==> config.mk <==
export PLATFORM = sky130hd
export DESIGN_NAME = ctg_idx_mem
export DESIGN_NICKNAME = d
export VERILOG_FILES = /design/src/rtl/ctg_pkg.sv /design/src/rtl/ctg_idx_mem.sv
export SDC_FILE = /design/constraint.sdc
export NUM_CORES = 1
export LEC_CHECK = 0
export BUFFER_PORTS_ARGS = -buffer_cell sky130_fd_sc_hd__buf_2
export CORE_UTILIZATION = 55
export DETAILED_ROUTE_END_ITERATION = 16
export PLACE_DENSITY = 0.73
export SKIP_LAST_GASP = 1
export SLEW_MARGIN = 0
export SYNTH_ARGS = -nofsm -noshare
export SYNTH_HDL_FRONTEND = slang
export SYNTH_SLANG_ARGS = --single-unit
==> constraint.sdc <==
create_clock -name i_clk -period 4 [get_ports i_clk]
set_input_delay 0.2 -clock i_clk [delete_from_list [all_inputs] [get_ports i_clk]]
set_output_delay 0.2 -clock i_clk [all_outputs]
set_load 0.1 [all_outputs]
==> src/rtl/ctg_pkg.sv <==
// Shared constants and types of the combination task generator.
`timescale 1ns / 1ps
`default_nettype none

package ctg_pkg;

    localparam int MAX_LEN     = 16;
    localparam int TABLE_DEPTH = 256;

    localparam int DATA_W  = 32;
    localparam int LEN_W   = 5;
    localparam int OS_W    = 9;
    localparam int PADDR_W = 3;
    localparam int PDATA_W = 32;

    localparam int POS_W  = (MAX_LEN > 1) ? $clog2(MAX_LEN) : 1;
    localparam int SIZE_W = $clog2(MAX_LEN + 1);
    localparam int ADDR_W = $clog2(TABLE_DEPTH);
    localparam int CNT_W  = $clog2(TABLE_DEPTH + 1);
    localparam int IDX_W  = (CNT_W > OS_W) ? CNT_W : OS_W;
    localparam int IDXC_W = IDX_W + 1;

    // register select, taken from paddr[2]
    localparam logic [0:0] REG_MAX_LENGTH = 1'b0;
    localparam logic [0:0] REG_OUT_START  = 1'b1;

    // input transaction kind
    localparam logic KIND_APPEND  = 1'b0;
    localparam logic KIND_REQUEST = 1'b1;

    // access to the index vector store
    typedef struct packed {
        logic             rd_en;
        logic [POS_W-1:0] rd_addr;
        logic             wr_en;
        logic [POS_W-1:0] wr_addr;
        logic [IDX_W-1:0] wr_data;
        logic             clear;
    } t_idx_req;

endpackage

`default_nettype wire

==> src/rtl/ctg_idx_mem.sv <==
// Index vector store: one-port memory with per-entry valid bits and restart values.
`timescale 1ns / 1ps
`default_nettype none

module ctg_idx_mem (
    input  wire logic                        i_clk,
    input  wire logic                        i_rst_n,
    input  wire ctg_pkg::t_idx_req           i_req,
    input  wire logic [ctg_pkg::SIZE_W-1:0]  i_cur_size,
    input  wire logic [ctg_pkg::OS_W-1:0]    i_out_start,
    output logic      [ctg_pkg::IDX_W-1:0]   o_rd_value
);
    import ctg_pkg::*;

    logic [IDX_W-1:0] r_mem [MAX_LEN];
    logic [MAX_LEN-1:0] r_valid;
    logic [IDX_W-1:0] r_rd_data;
    logic             r_rd_hit;
    logic [POS_W-1:0] r_rd_addr;
    logic [IDX_W-1:0] restart_value;

    // an entry not written since the last restart reads as its restart value
    always_ff @(posedge i_clk) begin
        if (!i_rst_n || i_req.clear) begin
            r_valid <= '0;
        end else if (i_req.wr_en) begin
            r_valid[i_req.wr_addr] <= 1'b1;
        end
    end

    always_ff @(posedge i_clk) begin
        if (i_req.wr_en) begin
            r_mem[i_req.wr_addr] <= i_req.wr_data;
        end
    end

    always_ff @(posedge i_clk) begin
        if (i_req.rd_en) begin
            r_rd_data <= r_mem[i_req.rd_addr];
            r_rd_hit  <= r_valid[i_req.rd_addr];
            r_rd_addr <= i_req.rd_addr;
        end
    end

    // entry i restarts at i; the last entry of the current size is floored
    always_comb begin
        if ((SIZE_W'(r_rd_addr) == i_cur_size - 1'b1) && (i_cur_size > SIZE_W'(1)) &&
            (IDX_W'(i_out_start) > IDX_W'(r_rd_addr))) begin
            restart_value = IDX_W'(i_out_start);
        end else begin
            restart_value = IDX_W'(r_rd_addr);
        end
    end

    assign o_rd_value = r_rd_hit ? r_rd_data : restart_value;

endmodule

`default_nettype wire

==> reports/summary.txt, run 1 <==
Mean routed wirelength per cell -> 23.6 um
Max cap viols -> 0
Post-CTS setup buffers -> 0
Netlist cell types -> 36
Critical R2R Launch -> r_mem[8][0]
Hold Path End -> r_mem[0][4]
GRT Overall Usage -> 0.229
Data required, critical path -> 3.80 ns
YS warnings -> 0
Post-synthesis sequential area ratio -> 0.714
Final Net Count -> 451
Initial core utilization -> 0.564
Compound-gate portion of the synthesized area -> 0.0372
Fmax -> 363 MHz
Cell family with most CP delay -> compound AO/OA/AOI/OAI gates
Area of the multi-input gates -> 1900 sq um
Synth Area in Simple Gates -> 0.0355
Largest area contributor in the netlist -> edfxtp_1
Final slew viol count -> 0
Top-level port count -> 45
XOR/XNOR Fraction of Synth Area -> 0.00865
Routed vias/inst -> 6.01
Share of post-route cells with drive strength above 1 -> 0.249
Hold Fails Final Rpt -> 0
Die Height -> 116 um
Worst hold path class -> in2reg
Mux share of post-synthesis cell area -> 0.175
Synth Instances -> 346
Register-to-Register Path Depth -> 2
RSZ-0062 raised after global routing -> false
Detailed Route Iter0 Violations -> 305
Worst Path Arrival -> 2.55 ns
Crit Path Class -> reg2out
Final GP Congestion -> 0.711
Top cell type's share of synthesized area -> 0.669
Vias -> 3567
Synth-to-Final Area Change -> 14.0%
CP startpoint kind -> flop
Fill count -> 829
Crit path capture type -> output port
Synth Register Bits -> 174
Synthesized cell area -> 7090 sq um
Critical-path cell with the highest stage delay -> buf_2
H-tree depth -> 4
Antenna-violating nets left -> 0
Status -> finished, final reports clean
Synth top area cells -> edfxtp_1, mux4_1, mux4_2, dfxtp_1, o21a_1
Dpl hpwl -> 8400 um
Largest family of logic cells by synthesized area -> multiplexers
Fin crit share -> 0.688
Routed WL -> 14000 um
Minimum clock period -> 2.75 ns
Maximum VDD drop -> 0.277 mV
Maximum fanout along the worst path -> 9
Vias in the first global route -> 3488
Core Util, Final -> 0.643
Worst Hold Launch -> i_req[5]
Crit path largest cell delay -> 0.46 ns
TritonCTS clock tree -> done
Clk buf depth -> 2
Std-Cell Rows -> 41
Slew headroom -> 0.0916
Setup slack, reg-to-reg -> 2.35 ns
First-pass GRT wire length -> 20600 um
Worst Max-Slew Pin Slew -> 1.36 ns
Buffers added on ports -> 44
Clk_skew -> 0.00786 ns
CTS buffer count -> 17
Clock transition at path regs -> 0.06 ns
CP Cell Sequence -> ha_1 > and3_1 > o221ai_2 > nand3_1 > o21ai_0 > buf_2
Pre-antenna DRT Iters -> 5
Post-cts resize count -> 0
Pwr dens -> 475 nW/um^2
Hold buffer count at CTS -> 0
Reg2Reg Capture Point -> r_rd_data[0]
Syn nets -> 388
CTS root buf -> clkbuf_16
Full die area -> 13300 sq um
Final setup fails -> 0
CP Buf/Inv Count -> 1
ANT cells -> 0
Gr ovfl total -> 0
Die outline width -> 116 um
Largest net degree at the start of global routing -> 42
Worst skew pair latency -> 0.42 ns
# DRC -> 0
Most frequent cells in the layout -> edfxtp_1, buf_2, mux4_1, mux4_2, clkbuf_16
Static Leak -> 2.80 nW
Min-Delay Path Depth -> 1
Adder-Cell Fraction of Synth Area -> 0.0106
Avg Inst Size Synth -> 20.5 sq um
Final setup TNS -> 0 ns
Most common cell after layout, fill and taps aside -> edfxtp_1
Core Box Area -> 12600 sq um
Number of clock sinks -> 174
Initial antenna violation count -> 0
FF/Latch Area -> 5060 sq um
stage by stage:
step / std cells / total power, mW / cell area (sq um) / hold WS [ns] / setup WS, ns
after global routing: 594 / 3.96 / 8080 / 0.153 / 1.13
after floorplan: 346 / 2.27 / 7090 / 0.299 / 0.371
after CTS: 594 / 3.87 / 8080 / 0.138 / 1.24
final: 594 / 3.84 / 8080 / 0.157 / 1.25
after detailed placement: 562 / 2.36 / 7540 / 0.446 / 1.47
after global placement: 562 / 2.35 / 7540 / 0.440 / 1.54
sequential cells by signal (all words and copies together) (netlist names):
register,flops
r_valid,16
r_rd_hit,1
r_rd_addr,4
r_rd_data,9
r_mem,144
Yosys cell counts:
| cell | n |
|---|---|
| or3b_2 | 1 |
| a211oi_1 | 1 |
| buf_2 | 1 |
| nor2_1 | 12 |
| a31oi_1 | 4 |
| a21o_1 | 1 |
| edfxtp_1 | 158 |
| nor2b_1 | 6 |
| o21ai_0 | 9 |
| buf_1 | 3 |
| nor3b_1 | 1 |
| nand4_1 | 1 |
| o221a_2 | 1 |
| mux4_1 | 31 |
| nand3_1 | 6 |
| buf_12 | 1 |
| o21a_1 | 16 |
| mux4_2 | 19 |
| xnor2_1 | 5 |
| nand2_1 | 6 |
| nor3_1 | 7 |
| o21bai_1 | 1 |
| ha_1 | 6 |
| and3_1 | 1 |
| or4_1 | 1 |
| nand2b_1 | 2 |
| clkbuf_1 | 7 |
| nand3b_1 | 2 |
| inv_1 | 6 |
| nand4b_1 | 1 |
| dfxtp_1 | 16 |
| xor2_1 | 2 |
| a21oi_1 | 5 |
| o221ai_2 | 1 |
| and4_1 | 1 |
| buf_6 | 4 |
kinds of logic after synthesis:
logic type,Yosys count
flops,174
mux,50
simple gates,48
compound gates,39
buf+inv,22
xor+xnor,7
fa+ha+maj,6
routing by layer:
layer,track usage,share of wire,vias to the layer above
met3,0.0497,0.067,10
met2,0.365,0.49,158
met4,0.0736,0.010,0
li1,-,-,1577
met1,0.319,0.43,1822
met5,0,0,-
cell type report:
class,count,share of cell area
flip-flops and latches,174,0.627
multi-input cells,150,0.235
clock buffers,23,0.0554
repair buffers,60,0.0421
well taps,172,0.0266
clock inverters,9,0.0116
inverters,6,0.00279
worst max-delay path by stage:
stage	from	to	cells after the start
final	r_rd_addr[0]	o_rd_value[5]	6
after global routing	r_rd_addr[2]	o_rd_value[6]	8
after CTS	r_rd_addr[0]	o_rd_value[5]	6
after floorplan	i_cur_size[0]	o_rd_value[4]	8
after global placement	i_req[15]	r_rd_data[2]	4
after detailed placement	i_cur_size[0]	o_rd_value[5]	9
power breakdown:
group | internal [mW] | switching, mW | leakage [nW]
registers | 2.03 | 0.0163 | 1.57
logic | 0.101 | 0.171 | 0.966
clock network | 0.909 | 0.615 | 0.263
(Power assumes the default switching activity.)
==> run 2, diff against run 1 <==
Clock period 4 ns to 2.57 ns, I/O delays scaled along.
==> run 2 against run 1 <==
Largest cell class unchanged; setup slack worse by 1.2 ns; first-iteration DRC count shrank 18%; critical endpoint is now o_rd_value[0]; highest routed layer is now met5; cell area rose by 3.6%; sequential cell count unchanged; clock skew fell by 0.0012 ns; critical path type unchanged; via count up 2.3%; cell count is 1.3% higher.
==> reports/summary.txt, run 2 (synthesis gave the netlist of run 1 again) <==
CP startpoint kind -> flop (unchanged)
Total power -> 6.31 mW (was 3.84 mW)
Final GP Congestion -> 0.794 (was 0.711)
Initial core utilization -> 0.564 (unchanged)
Worst Max-Slew Pin Slew -> 0.961 ns (was 1.36 ns)
Final setup TNS -> 0 ns (unchanged)
Final setup margin -> 0.0385 ns (was 1.25 ns)
Mean routed wirelength per cell -> 24.1 um (was 23.6 um)
Number of clock sinks -> 174 (unchanged)
Minimum clock period -> 2.53 ns
Pre-antenna DRT Iters -> 5 (unchanged)
Regs by FF count -> r_mem x144, r_valid x16, r_rd_data x9 (unchanged)
Crit path capture type -> output port (unchanged)
Maximum VDD drop -> 0.502 mV (was 0.277 mV)
Largest net degree at the start of global routing -> 42 (unchanged)
TritonCTS clock tree -> done (unchanged)
Worst skew pair latency -> 0.41 ns (was 0.42 ns)
Dpl cells -> 565 (was 562)
Data required, critical path -> 2.44 ns (was 3.80 ns)
Detailed Route Iter0 Violations -> 251 (was 305)
Hold buffer count at CTS -> 0 (unchanged)
Std-Cell Rows -> 41 (unchanged)
CTS root buf -> clkbuf_16 (unchanged)
Vias in the first global route -> 3668 (was 3488)
Register name with the most flops -> r_mem (unchanged)
Antenna-violating nets left -> 0 (unchanged)
Worst hold path class -> in2reg (unchanged)
H-tree depth -> 4 (unchanged)
Fmax -> 395 MHz
Final slew viol count -> 0 (unchanged)
Routed vias/inst -> 6.06 (was 6.01)
Pwr dens -> 754 nW/um^2 (was 475 nW/um^2)
Hold Fails Final Rpt -> 0 (unchanged)
Worst Path Arrival -> 2.40 ns (was 2.55 ns)
Maximum fanout along the worst path -> 4 (was 9)
Fin crit share -> 0.985
Final Net Count -> 458 (was 451)
Core Box Area -> 12600 sq um (unchanged)
Status -> finished, final reports clean (unchanged)
Core Util, Final -> 0.666 (was 0.643)
Dpl hpwl -> 8470 um (was 8400 um)
First-pass GRT wire length -> 21000 um (was 20600 um)
Full die area -> 13300 sq um (unchanged)
Top Metal Used -> met5 (was met4)
Share of post-route cells with drive strength above 1 -> 0.308 (was 0.249)
Buffers added on ports -> 44 (unchanged)
Clock transition at path regs -> 0.07 ns (was 0.06 ns)
M1 WL -> 5870 um (was 6050 um)
Gr ovfl total -> 0 (unchanged)
Met2 Wirelength -> 7390 um (was 6890 um)
Crit Path Class -> reg2out (unchanged)
Final setup fails -> 0 (unchanged)
Vias -> 3649 (was 3567)
Max reg flops -> 144 (unchanged)
Clk buf depth -> 2 (unchanged)
Clk_skew -> 0.00671 ns (was 0.00786 ns)
Wire length on met3 -> 881 um (was 942 um)
Cell Count, Final, Fillers Out -> 602 (was 594)
Routed WL -> 14500 um (was 14000 um)
Initial antenna violation count -> 2 (was 0)
Fin Hold WS -> 0.0852 ns (was 0.157 ns)
Top-level port count -> 45 (unchanged)
Synth-to-Final Area Change -> 18.1% (was 14.0%)
CTS buffer count -> 17 (unchanged)
# DRC -> 0 (unchanged)
Area post-placement -> 7610 sq um (was 7540 sq um)
Static Leak -> 2.89 nW (was 2.80 nW)
Finished Cell Area -> 8370 sq um (was 8080 sq um)
Max cap viols -> 0 (unchanged)
Slew headroom -> 0.358 (was 0.0916)
Most frequent cells in the layout -> edfxtp_1, buf_2, mux4_1, buf_4, mux4_2 (was edfxtp_1, buf_2, mux4_1, mux4_2, clkbuf_16)
Most common cell after layout, fill and taps aside -> edfxtp_1 (unchanged)
GRT Overall Usage -> 0.232 (was 0.229)
Die Height -> 116 um (unchanged)
Worst slack, placed -> 0.247 ns (was 1.47 ns)
Die outline width -> 116 um (unchanged)
## run 2: cell types whose count changed in the layout (fill, tap and decap cells not counted), moves of 3 or more
cell | before | now
clkbuf_1 | 6 | 0
a21oi_2 | 0 | 4
buf_4 | 16 | 26
a21oi_1 | 5 | 0
buf_12 | 0 | 3
o21ai_2 | 0 | 4
buf_2 | 44 | 35
o21ai_0 | 9 | 3
clkinv_4 | 1 | 4
## run 2: final timing paths
| check | from | endpoint | slack [ns] | depth (start not counted) |
|---|---|---|---|---|
| setup / recovery | r_rd_addr[3] | o_rd_value[0] | 0.04 | 8 |
| hold reg to reg | r_valid[8] | r_valid[8] | 0.46 | 1 |
| hold / removal | i_req[8] | r_mem[12][7] | 0.09 | 1 |
| setup reg to reg | r_mem[14][4] | r_rd_data[4] | 0.83 | 2 |
## run 2: report_power, final
| group | switching [mW] | total (mW) | internal (mW) | leakage, nW |
|---|---|---|---|---|
| registers | 0.0241 | 3.18 | 3.16 | 1.57 |
| clock network | 1.03 | 2.65 | 1.62 | 0.296 |
| logic | 0.295 | 0.484 | 0.188 | 1.03 |
| total | 1.34 | 6.31 | 4.97 | 2.89 |
## run 2: final cells by class
type,count,area (sq um)
flip-flops and latches,174,5060
multi-input cells,151,1990
fillers,782,4200
clock buffers,17,425
repair buffers,66,453
well taps,172,215
clock inverters,15,195
inverters,6,22.5
diodes,1,2.50
## run 2: worst max-delay path, stage by stage (launching register included)
cell	delay [ns]
edfxtp_1	0.39
inv_1	0.09
ha_4	0.30
nor2b_1	0.06
nor3_2	0.34
o221a_4	0.28
o21ai_0	0.11
a21oi_2	0.14
buf_4	0.29
## run 2: routing by layer
metal  track usage  up-vias
met5             0        -
met4        0.0900        2
met3        0.0612       30
met2         0.395      150
met1         0.285     1866
li1              -     1601
## run 2: what timing repair did
item / CTS / global route
endpoints found under the setup margin: 9 / 9
pin swaps: 0 / 7
gates cloned: 0 / 1
buffers inserted: 0 / 3
resized for setup: 9 / 15
==> run 3, diff against run 2 <==
Settings changed: RECOVER_POWER set to 100.
==> run 3 against run 2 <==
First-iteration DRC count is 2.8% lower; combinational power is 3% lower; worst hold slack better by 0.10 ns; setup slack worse by 0.013 ns; register-to-register slack hardly changed; critical endpoint unchanged; via count is 1.2% higher; clock skew hardly changed; sequential cell count stayed put.
==> reports/summary.txt, run 3 (synthesis gave the netlist of run 1 again) <==
Core Box Area -> 12600 sq um (unchanged)
Dpl hpwl -> 8470 um (unchanged)
Clock transition at path regs -> 0.06 ns (was 0.07 ns)
Clk buf depth -> 2 (unchanged)
Pwr dens -> 763 nW/um^2 (was 754 nW/um^2)
Pre-antenna DRT Iters -> 5 (unchanged)
Final GP Congestion -> 0.794 (unchanged)
CTS buffer count -> 17 (unchanged)
Top-level port count -> 45 (unchanged)
Final setup margin -> 0.0259 ns (was 0.0385 ns)
Final Net Count -> 458 (unchanged)
Die outline width -> 116 um (unchanged)
Cell family with most CP delay -> compound AO/OA/AOI/OAI gates (unchanged)
Mean routed wirelength per cell -> 24.2 um (was 24.1 um)
Regs by FF count -> r_mem x144, r_valid x16, r_rd_data x9 (unchanged)
Crit Path Class -> reg2out (unchanged)
Fmax -> 393 MHz (was 395 MHz)
Buffers added on ports -> 44 (unchanged)
Clk_skew -> 0.00650 ns (was 0.00671 ns)
CP Cell Sequence -> inv_1 > ha_4 > nor2b_1 > nor3_2 > o221a_4 > o21ai_0 > a21oi_2 > buf_4 (unchanged)
Full die area -> 13300 sq um (unchanged)
H-tree depth -> 4 (unchanged)
Data required, critical path -> 2.44 ns (about the same)
Status -> finished, final reports clean (unchanged)
Gr ovfl total -> 0 (unchanged)
Critical-path cell with the highest stage delay -> edfxtp_1 (unchanged)
CP Buf/Inv Count -> 2 (unchanged)
Slew headroom -> 0.0534 (was 0.358)
Worst skew pair latency -> 0.41 ns (about the same)
CP startpoint kind -> flop (unchanged)
Maximum fanout along the worst path -> 4 (unchanged)
Crit path capture type -> output port (unchanged)
Most frequent cells in the layout -> edfxtp_1, clkbuf_1, mux4_1, buf_2, mux4_2 (was edfxtp_1, buf_2, mux4_1, buf_4, mux4_2)
Fin crit share -> 0.990 (was 0.985)
CTS root buf -> clkbuf_16 (unchanged)
Std-Cell Rows -> 41 (unchanged)
Synth-to-Final Area Change -> 16.5% (was 18.1%)
Worst slack, placed -> 0.247 ns (unchanged)
First-pass GRT wire length -> 21000 um (unchanged)
Worst Path Arrival -> 2.42 ns (was 2.40 ns)
Worst Max-Slew Pin Slew -> 1.42 ns (was 0.961 ns)
Final setup TNS -> 0 ns (unchanged)
Wire length on met3 -> 854 um (was 881 um)
Routed WL -> 14600 um (was 14500 um)
Top Metal Used -> met4 (was met5)
Final slew viol count -> 0 (unchanged)
Max reg flops -> 144 (unchanged)
Initial core utilization -> 0.564 (unchanged)
Number of clock sinks -> 174 (unchanged)
Hold Fails Final Rpt -> 0 (unchanged)
Vias -> 3694 (was 3649)
Crit path largest cell delay -> 0.39 ns (about the same)
M1 WL -> 5910 um (was 5870 um)
Routed vias/inst -> 6.14 (was 6.06)
Antenna-violating nets left -> 0 (unchanged)
Minimum clock period -> 2.54 ns (was 2.53 ns)
TritonCTS clock tree -> done (unchanged)
Met2 Wirelength -> 7400 um (was 7390 um)
Largest net degree at the start of global routing -> 42 (unchanged)
Most common cell after layout, fill and taps aside -> edfxtp_1 (unchanged)
GRT Overall Usage -> 0.232 (unchanged)
Detailed Route Iter0 Violations -> 244 (was 251)
Static Leak -> 2.77 nW (was 2.89 nW)
Register name with the most flops -> r_mem (unchanged)
Vias in the first global route -> 3668 (unchanged)
Maximum VDD drop -> 0.501 mV (was 0.502 mV)
Share of post-route cells with drive strength above 1 -> 0.231 (was 0.308)
Core Util, Final -> 0.657 (was 0.666)
Total power -> 6.30 mW (was 6.31 mW)
Final setup fails -> 0 (unchanged)
Initial antenna violation count -> 1 (was 2)
# DRC -> 0 (unchanged)
Die Height -> 116 um (unchanged)
Worst hold path class -> in2reg (unchanged)
Max cap viols -> 0 (unchanged)
-- run 3: changes by cell type in the layout (fill, tap and decap cells not counted), sizes merged --
cell	previous run	this run
buf	66	31
clkbuf	17	52
-- run 3: cell type report --
cell class,count,area [sq um]
repair buffers,66,347
diodes,1,2.50
clock buffers,17,425
multi-input cells,151,1990
fillers,814,4310
flip-flops and latches,174,5060
well taps,172,215
clock inverters,15,195
inverters,6,22.5
-- run 3: worst paths after layout --
kind | slack [ns] | endpoint | start | depth (start not counted)
min reg2reg | 0.46 | r_valid[8] | r_valid[8] | 1
max reg2reg | 0.83 | r_rd_data[7] | r_mem[9][7] | 2
min | 0.19 | r_valid[15] | i_req[0] | 3
max | 0.03 | o_rd_value[0] | r_rd_addr[3] | 8
-- run 3: layer usage --
layer  up-vias  track usage
li1       1604            -
met1      1900        0.285
met2       156        0.395
met3        34       0.0612
met4         0       0.0900
met5         -            0
-- run 3: worst register-to-register path, delay by kind of cell (launching register included) --
family	cells	cell delay, ns
muxes	2	1.08
DFF	1	0.41
-- run 3: stage by stage --
step / std cells / hold slack [ns] / cell area, sq um
after floorplan: 346 / 0.227 / 7120
after global placement: 565 / 0.438 / 7610
after detailed placement: 565 / 0.449 / 7610
after CTS: 597 / 0.0729 / 8260
after global routing: 601 / 0.199 / 8260
final: 602 / 0.187 / 8260
-- run 3: what timing repair did --
action / CTS / global route
buffers inserted: 0 / 3
setup endpoints to repair: 9 / 9
gates resized for setup: 9 / 15
hold buffers: 0 / 0
gates cloned: 0 / 1
pin swaps: 0 / 7
-- run 3: power by group --
part,total [mW],switching (mW),internal [mW]
combinational,0.471,0.295,0.176
sequential,3.18,0.0239,3.16
clock,2.65,1.03,1.62
total,6.30,1.34,4.96
